File: config.mk
export PLATFORM = sky130hd
export DESIGN_NAME = fts_ctrl
export DESIGN_NICKNAME = d
export VERILOG_FILES = /design/src/fts_pkg.sv /design/src/fts_ctrl.sv
export SDC_FILE = /design/constraint.sdc
export NUM_CORES = 1
export LEC_CHECK = 0
export BUFFER_PORTS_ARGS = -buffer_cell sky130_fd_sc_hd__buf_2
export CORE_AREA = 2 2 39 41
export CTS_CLUSTER_DIAMETER = 80
export DETAILED_ROUTE_END_ITERATION = 10
export DIE_AREA = 0 0 41 43
export GPL_TIMING_DRIVEN = 0
export PLACE_DENSITY = 0.67
export SYNTH_ARGS = -nofsm -noshare
export SYNTH_HDL_FRONTEND = slang
export SYNTH_SLANG_ARGS = --single-unit
export TNS_END_PERCENT = 20
File: constraint.sdc
create_clock -name clk -period 3.5 [get_ports clk]
set_clock_uncertainty 0.15 [all_clocks]
set_input_delay 0.35 -clock clk [delete_from_list [all_inputs] [get_ports clk]]
set_output_delay 0.35 -clock clk [all_outputs]
set_load 0.01 [all_outputs]
File: src/fts_pkg.sv
// Shared widths, codes and control types for the Fenwick tree sum and kth block.
package fts_pkg;

  // Default sizing of the tree.
  localparam int FTS_SIZE      = 1024;
  localparam int FTS_SUM_WIDTH = 64;

  // Transaction field widths.
  localparam int KIND_W  = 3;
  localparam int IDXA_W  = 11;
  localparam int IDXB_W  = 10;
  localparam int VALUE_W = 32;
  localparam int TOTAL_W = 64;
  localparam int POS_W   = 11;
  localparam int CFG_W   = 11;

  // Query index width: one more bit than index_a so that index_a - 1 fits.
  localparam int QIDX_W = IDXA_W + 1;

  // Request kinds.
  localparam logic [KIND_W-1:0] KIND_POINT_ADD = 3'd0;
  localparam logic [KIND_W-1:0] KIND_PREFIX    = 3'd1;
  localparam logic [KIND_W-1:0] KIND_RANGE_SUM = 3'd2;
  localparam logic [KIND_W-1:0] KIND_RANGE_ADD = 3'd3;
  localparam logic [KIND_W-1:0] KIND_KTH       = 3'd4;

  // Datapath operations issued by the controller.
  localparam int OP_W = 4;
  typedef logic [OP_W-1:0] fts_op_t;

  localparam fts_op_t OP_NONE       = 4'd0;
  localparam fts_op_t OP_CAPTURE    = 4'd1;
  localparam fts_op_t OP_CLEAR      = 4'd2;
  localparam fts_op_t OP_LD_ADD_A   = 4'd3;
  localparam fts_op_t OP_LD_ADD_B   = 4'd4;
  localparam fts_op_t OP_LD_PFX_A   = 4'd5;
  localparam fts_op_t OP_LD_PFX_B   = 4'd6;
  localparam fts_op_t OP_LD_PFX_AM1 = 4'd7;
  localparam fts_op_t OP_LD_KTH     = 4'd8;
  localparam fts_op_t OP_WALK_ADD   = 4'd9;
  localparam fts_op_t OP_WALK_PFX   = 4'd10;
  localparam fts_op_t OP_KTH_RD     = 4'd11;
  localparam fts_op_t OP_OUT        = 4'd12;

  // Command from the controller to the datapath.
  typedef struct packed {
    fts_op_t op;
  } fts_cmd_t;

  // Status from the datapath to the controller.
  typedef struct packed {
    logic [KIND_W-1:0] kind;
    logic              clr_last;
    logic              add_run;
    logic              pfx_run;
    logic              step_zero;
    logic              kth_hit;
    logic              out_free;
  } fts_sts_t;

endpackage

File: src/fts_ctrl.sv
// Controller: sequences the clearing pass, tree walks and result hand-off.
module fts_ctrl (
  input  logic              clk,
  input  logic              rst_n,
  input  logic              cfg_we,
  input  logic              in_valid,
  output logic              in_ready,
  input  fts_pkg::fts_sts_t sts,
  output fts_pkg::fts_cmd_t cmd
);
  import fts_pkg::*;

  localparam logic [3:0] S_CLEAR = 4'd0;
  localparam logic [3:0] S_IDLE  = 4'd1;
  localparam logic [3:0] S_START = 4'd2;
  localparam logic [3:0] S_ADD   = 4'd3;
  localparam logic [3:0] S_PFX   = 4'd4;
  localparam logic [3:0] S_KTH   = 4'd5;
  localparam logic [3:0] S_KWAIT = 4'd6;
  localparam logic [3:0] S_DONE  = 4'd7;

  logic [3:0] state_r, state_nxt;
  logic       second_r, second_nxt;

  assign in_ready = (state_r == S_IDLE);

  // Next state and command.
  always_comb begin
    state_nxt  = state_r;
    second_nxt = second_r;
    cmd.op     = OP_NONE;

    case (state_r)
      S_CLEAR: begin
        cmd.op = OP_CLEAR;
        if (sts.clr_last) begin
          state_nxt = S_IDLE;
        end
      end
      S_IDLE: begin
        if (in_valid) begin
          cmd.op    = OP_CAPTURE;
          state_nxt = S_START;
        end
      end
      S_START: begin
        second_nxt = 1'b0;
        case (sts.kind)
          KIND_POINT_ADD: begin
            cmd.op    = OP_LD_ADD_A;
            state_nxt = S_ADD;
          end
          KIND_RANGE_ADD: begin
            cmd.op     = OP_LD_ADD_A;
            second_nxt = 1'b1;
            state_nxt  = S_ADD;
          end
          KIND_PREFIX: begin
            cmd.op    = OP_LD_PFX_A;
            state_nxt = S_PFX;
          end
          KIND_RANGE_SUM: begin
            cmd.op     = OP_LD_PFX_B;
            second_nxt = 1'b1;
            state_nxt  = S_PFX;
          end
          KIND_KTH: begin
            cmd.op    = OP_LD_KTH;
            state_nxt = S_KTH;
          end
          default: begin
            state_nxt = S_DONE;
          end
        endcase
      end
      S_ADD: begin
        if (sts.add_run) begin
          cmd.op = OP_WALK_ADD;
        end else if (second_r) begin
          cmd.op     = OP_LD_ADD_B;
          second_nxt = 1'b0;
        end else begin
          state_nxt = S_DONE;
        end
      end
      S_PFX: begin
        if (sts.pfx_run) begin
          cmd.op = OP_WALK_PFX;
        end else if (second_r) begin
          cmd.op     = OP_LD_PFX_AM1;
          second_nxt = 1'b0;
        end else begin
          state_nxt = S_DONE;
        end
      end
      S_KTH: begin
        if (sts.step_zero) begin
          state_nxt = S_DONE;
        end else begin
          cmd.op = OP_KTH_RD;
          if (sts.kth_hit) begin
            state_nxt = S_KWAIT;
          end
        end
      end
      S_KWAIT: begin
        state_nxt = S_KTH;
      end
      S_DONE: begin
        if (sts.out_free) begin
          cmd.op    = OP_OUT;
          state_nxt = S_IDLE;
        end
      end
      default: begin
        state_nxt = S_IDLE;
      end
    endcase

    // Any configuration write restarts the clearing pass.
    if (cfg_we) begin
      state_nxt = S_CLEAR;
    end
  end

  // State registers.
  always_ff @(posedge clk) begin
    if (!rst_n) begin
      state_r  <= S_CLEAR;
      second_r <= 1'b0;
    end else begin
      state_r  <= state_nxt;
      second_r <= second_nxt;
    end
  end

`ifndef ASSERT_OFF
  // A configuration write always leads into the clearing pass.
  a_cfg_clears: assert property (@(posedge clk) disable iff (!rst_n)
    cfg_we |=> (state_r == S_CLEAR))
    else $error("configuration write did not start clearing");

  // An accepted transaction is dispatched in the next cycle.
  a_accept_dispatch: assert property (@(posedge clk) disable iff (!rst_n)
    (in_valid && in_ready && !cfg_we) |=> (state_r == S_START))
    else $error("accepted transaction not dispatched");
`endif

endmodule

==> results.toml <==
[floorplanning]
core_area_um2 = 1380
ios = 18
die_area_um2 = 1760
fp.dieH_um = 43
start_util_pct = 39.6
dieWidth_um = 41
rows = 14

[sta]
fmax_ghz = 0.467
finalSetupTns_ps = 0
fin_crit_sh_pct = 61.2
setup_viol_count_final = 0
rsz0062_at_grt = "no"
period_needed_ps = 2140
worstMarginPinSlew_ps = 493
slew_violations = 0
slew_headroom_pct = 67.1
hold_viol_final = 0

[logic_synthesis]
synth-xor-area-share_pct = 3.20
ys_warn_count = 0
synth_cell_types = 38
synth_top_area_share_pct = 14.6
syn_nets = 89
synthArstFlopShare_pct = 0
yosysTopAreaCell = "dfxtp_1"
synth-main-ff-cell = "dfxtp_1"
synthCells = 76
synth_top_family_by_area = "compound AO/OA/AOI/OAI gates"
synthesis.area_um2 = 548
synth_edf_count = 0
synthAdderAreaFrac_pct = 0
yosys-top-cells-area = "dfxtp_1, nor2b_1, nor2_1"
ys_ff_latch = 4
synth_compound_area_share_pct = 39.0
synthSimpleGateAreaFrac_pct = 36.5
ys_seq_area_share_pct = 14.6
synthMuxAreaShare_pct = 1.83
syn_avg_cell_area_um2 = 7.21

[grt]
gr-usage-met1_pct = 23.9
grtUsageMet3_pct = 3.14
antenna_found_initial = 0
grtUsageTotal_pct = 17.3
met2_usage_pct = 27.8
overflow = 0
grt_max_degree = 11
first_global_vias = 533
grt_pass1_wl_um = 2200
top_usage_layer = "met2"

[detailed_routing]
vias_per_cell = 6.02
dr.pass1.iters = 4
drt_wl_total_um = 1420
drtIter0Drc = 25
drt-wirelength-per-cell_um = 12.8
drcViolationCount = 0
dr_total_vias = 668
postRouteAntennaNets = 0

[worst_setup_path]
max_stage_delay_ps = 440
worstRegToRegCells = 4
crit_path_max_fanout = 10
path_buf_inv = 3
r2r_start = "state_r[2]"
critPathRequiredTime_ps = 3000
crit_type = "register to output pin"
ff2ff_setup_slack_ps = 1830
r2r_end = "state_r[2]"
cp_cell_sequence = "buf_2 -> clkbuf_1 -> o41ai_1 -> o22ai_1 -> buf_2"
crit_slowest_cell = "o41ai_1"
crit_end = "cmd[1]"
worstPathArrival_ps = 1640
end_kind = "output pin"
path_depth = 5
path_delay_family = "buffers and inverters"
cpMostUsedCell = "buf_2"
crit_path_start_kind = "register"
crit_start = "state_r[0]"

[clock_tree]
tritoncts = "done"
insertion_delay_ps = 230
cts_inserted_buffers = 3
cts_buffer_depth = 2
post-cts-setup-buffers = 0
htree_levels = 1
hold_buffers = 0
cts_resized = 0
clk_pin_slew_ps = 30
clockRootBuffer = "clkbuf_4"
cts.sinks = 4

[worst_hold_path]
min_from = "rst_n"
hold_path_class = "input port to register"

[final_layout]
design_area_um2 = 671
nets = 110
drive_gt1_share_pct = 27.4
area_growth_syn_to_layout_pct = 22.4
diodes = 0

[run_status]
outcome = "completed"

[placed_design]
placement.io_buffers = 16
hpwl_um = 1100
gp_routability_congestion = 0.815
dpl_cell_area_um2 = 648

[pwr]
ir_drop_v = 0.000173
pwr_density_cell_nw_per_um2 = 213
leakage_uw = 0.000291

[run]
cap_violations = 0
[cells in the final DEF, fill, tap and decap left out, drive strengths merged]
master  instances
a211o           1
a211oi          1
a21boi          1
a21oi           3
a221oi          1
a32o            1
a32oi           3
and2b           1
and3            1
buf            19
clkbuf          5
dfxtp           4
inv             1
mux2i           1
nand2           5
nand2b          3
nand3           3
nand3b          1
nand4           1
nor2            8
nor2b           7
nor3            1
nor3b           3
o2111a          1
o211a           1
o211ai          1
o21ai           7
o21ba           2
o221ai          1
o22ai           1
o311ai          1
o41ai           1
or2b            1
or3b            1
xnor2           1
xor2            1
[sequential cells by signal (all words and copies together) (netlist names)]
register and cells:
state_r 3, second_r 1
[routing by layer]
| metal | part of all wire [%] | routed length [um] |
|---|---|---|
| met1 | 45 | 640 |
| met2 | 49 | 700 |
| met3 | 5.8 | 83 |
| met4 | 0 | 0 |
| met5 | 0 | 0 |
[how the worst min path moves through the flow]
stage / cells after the start / endpoint / slack (ps)
2_1_floorplan: 1 / second_r / 330
3_3_place_gp: 2 / second_r / 480
3_5_place_dp: 2 / second_r / 480
4_1_cts: 2 / second_r / 240
5_1_grt: 2 / second_r / 250
6_report: 2 / second_r / 240
[power by group]
part           internal [uW]  leakage (uW)  switching (uW)
logic                   18.3      0.000244            22.3
registers               47.0     0.0000324            1.16
clock network           38.2     0.0000138            16.0
[synthesized netlist by cell type (all sizes together), types with 2 or more instances]
library cell  number
buf                3
nor2b              7
nand3              3
a21oi              3
o21ai              7
o21ba              2
dfxtp              4
clkbuf             2
nand2b             3
nand2              5
nor2               8
a32oi              3
nor3b              3
[layout make-up]
type	instances	area (um2)
Sequential cell	4	80.1
Clock buffer	3	22.5
Inverter	1	3.75
Timing Repair Buffer	16	80.1
Tap cell	16	20.0
Fill cell	137	713
Multi-Input combinational cell	66	442
Buffer	5	22.5
[per-stage QoR]
stage / power, uW / hold WS (ps) / instances / util, % / setup WS [ps]
after floorplan: 73.0 / 333 / 76 / - / 1870
after global placement: 88.3 / 478 / 108 / 46.8 / 1630
after detailed placement: 88.9 / 476 / 108 / 46.8 / 1610
after CTS: 145 / 244 / 111 / 48.5 / 1360
after global routing: 153 / 251 / 111 / 48.5 / 1230
final: 143 / 244 / 111 / 48.5 / 1360
[cells by family after synthesis]
logic type | Yosys count
buffers and inverters | 6
flip-flops | 4
AO/OA/AOI/OAI | 27
multiplexers | 1
AND/OR/NAND/NOR | 36
XOR/XNOR | 2
(Power assumes the default switching activity.)
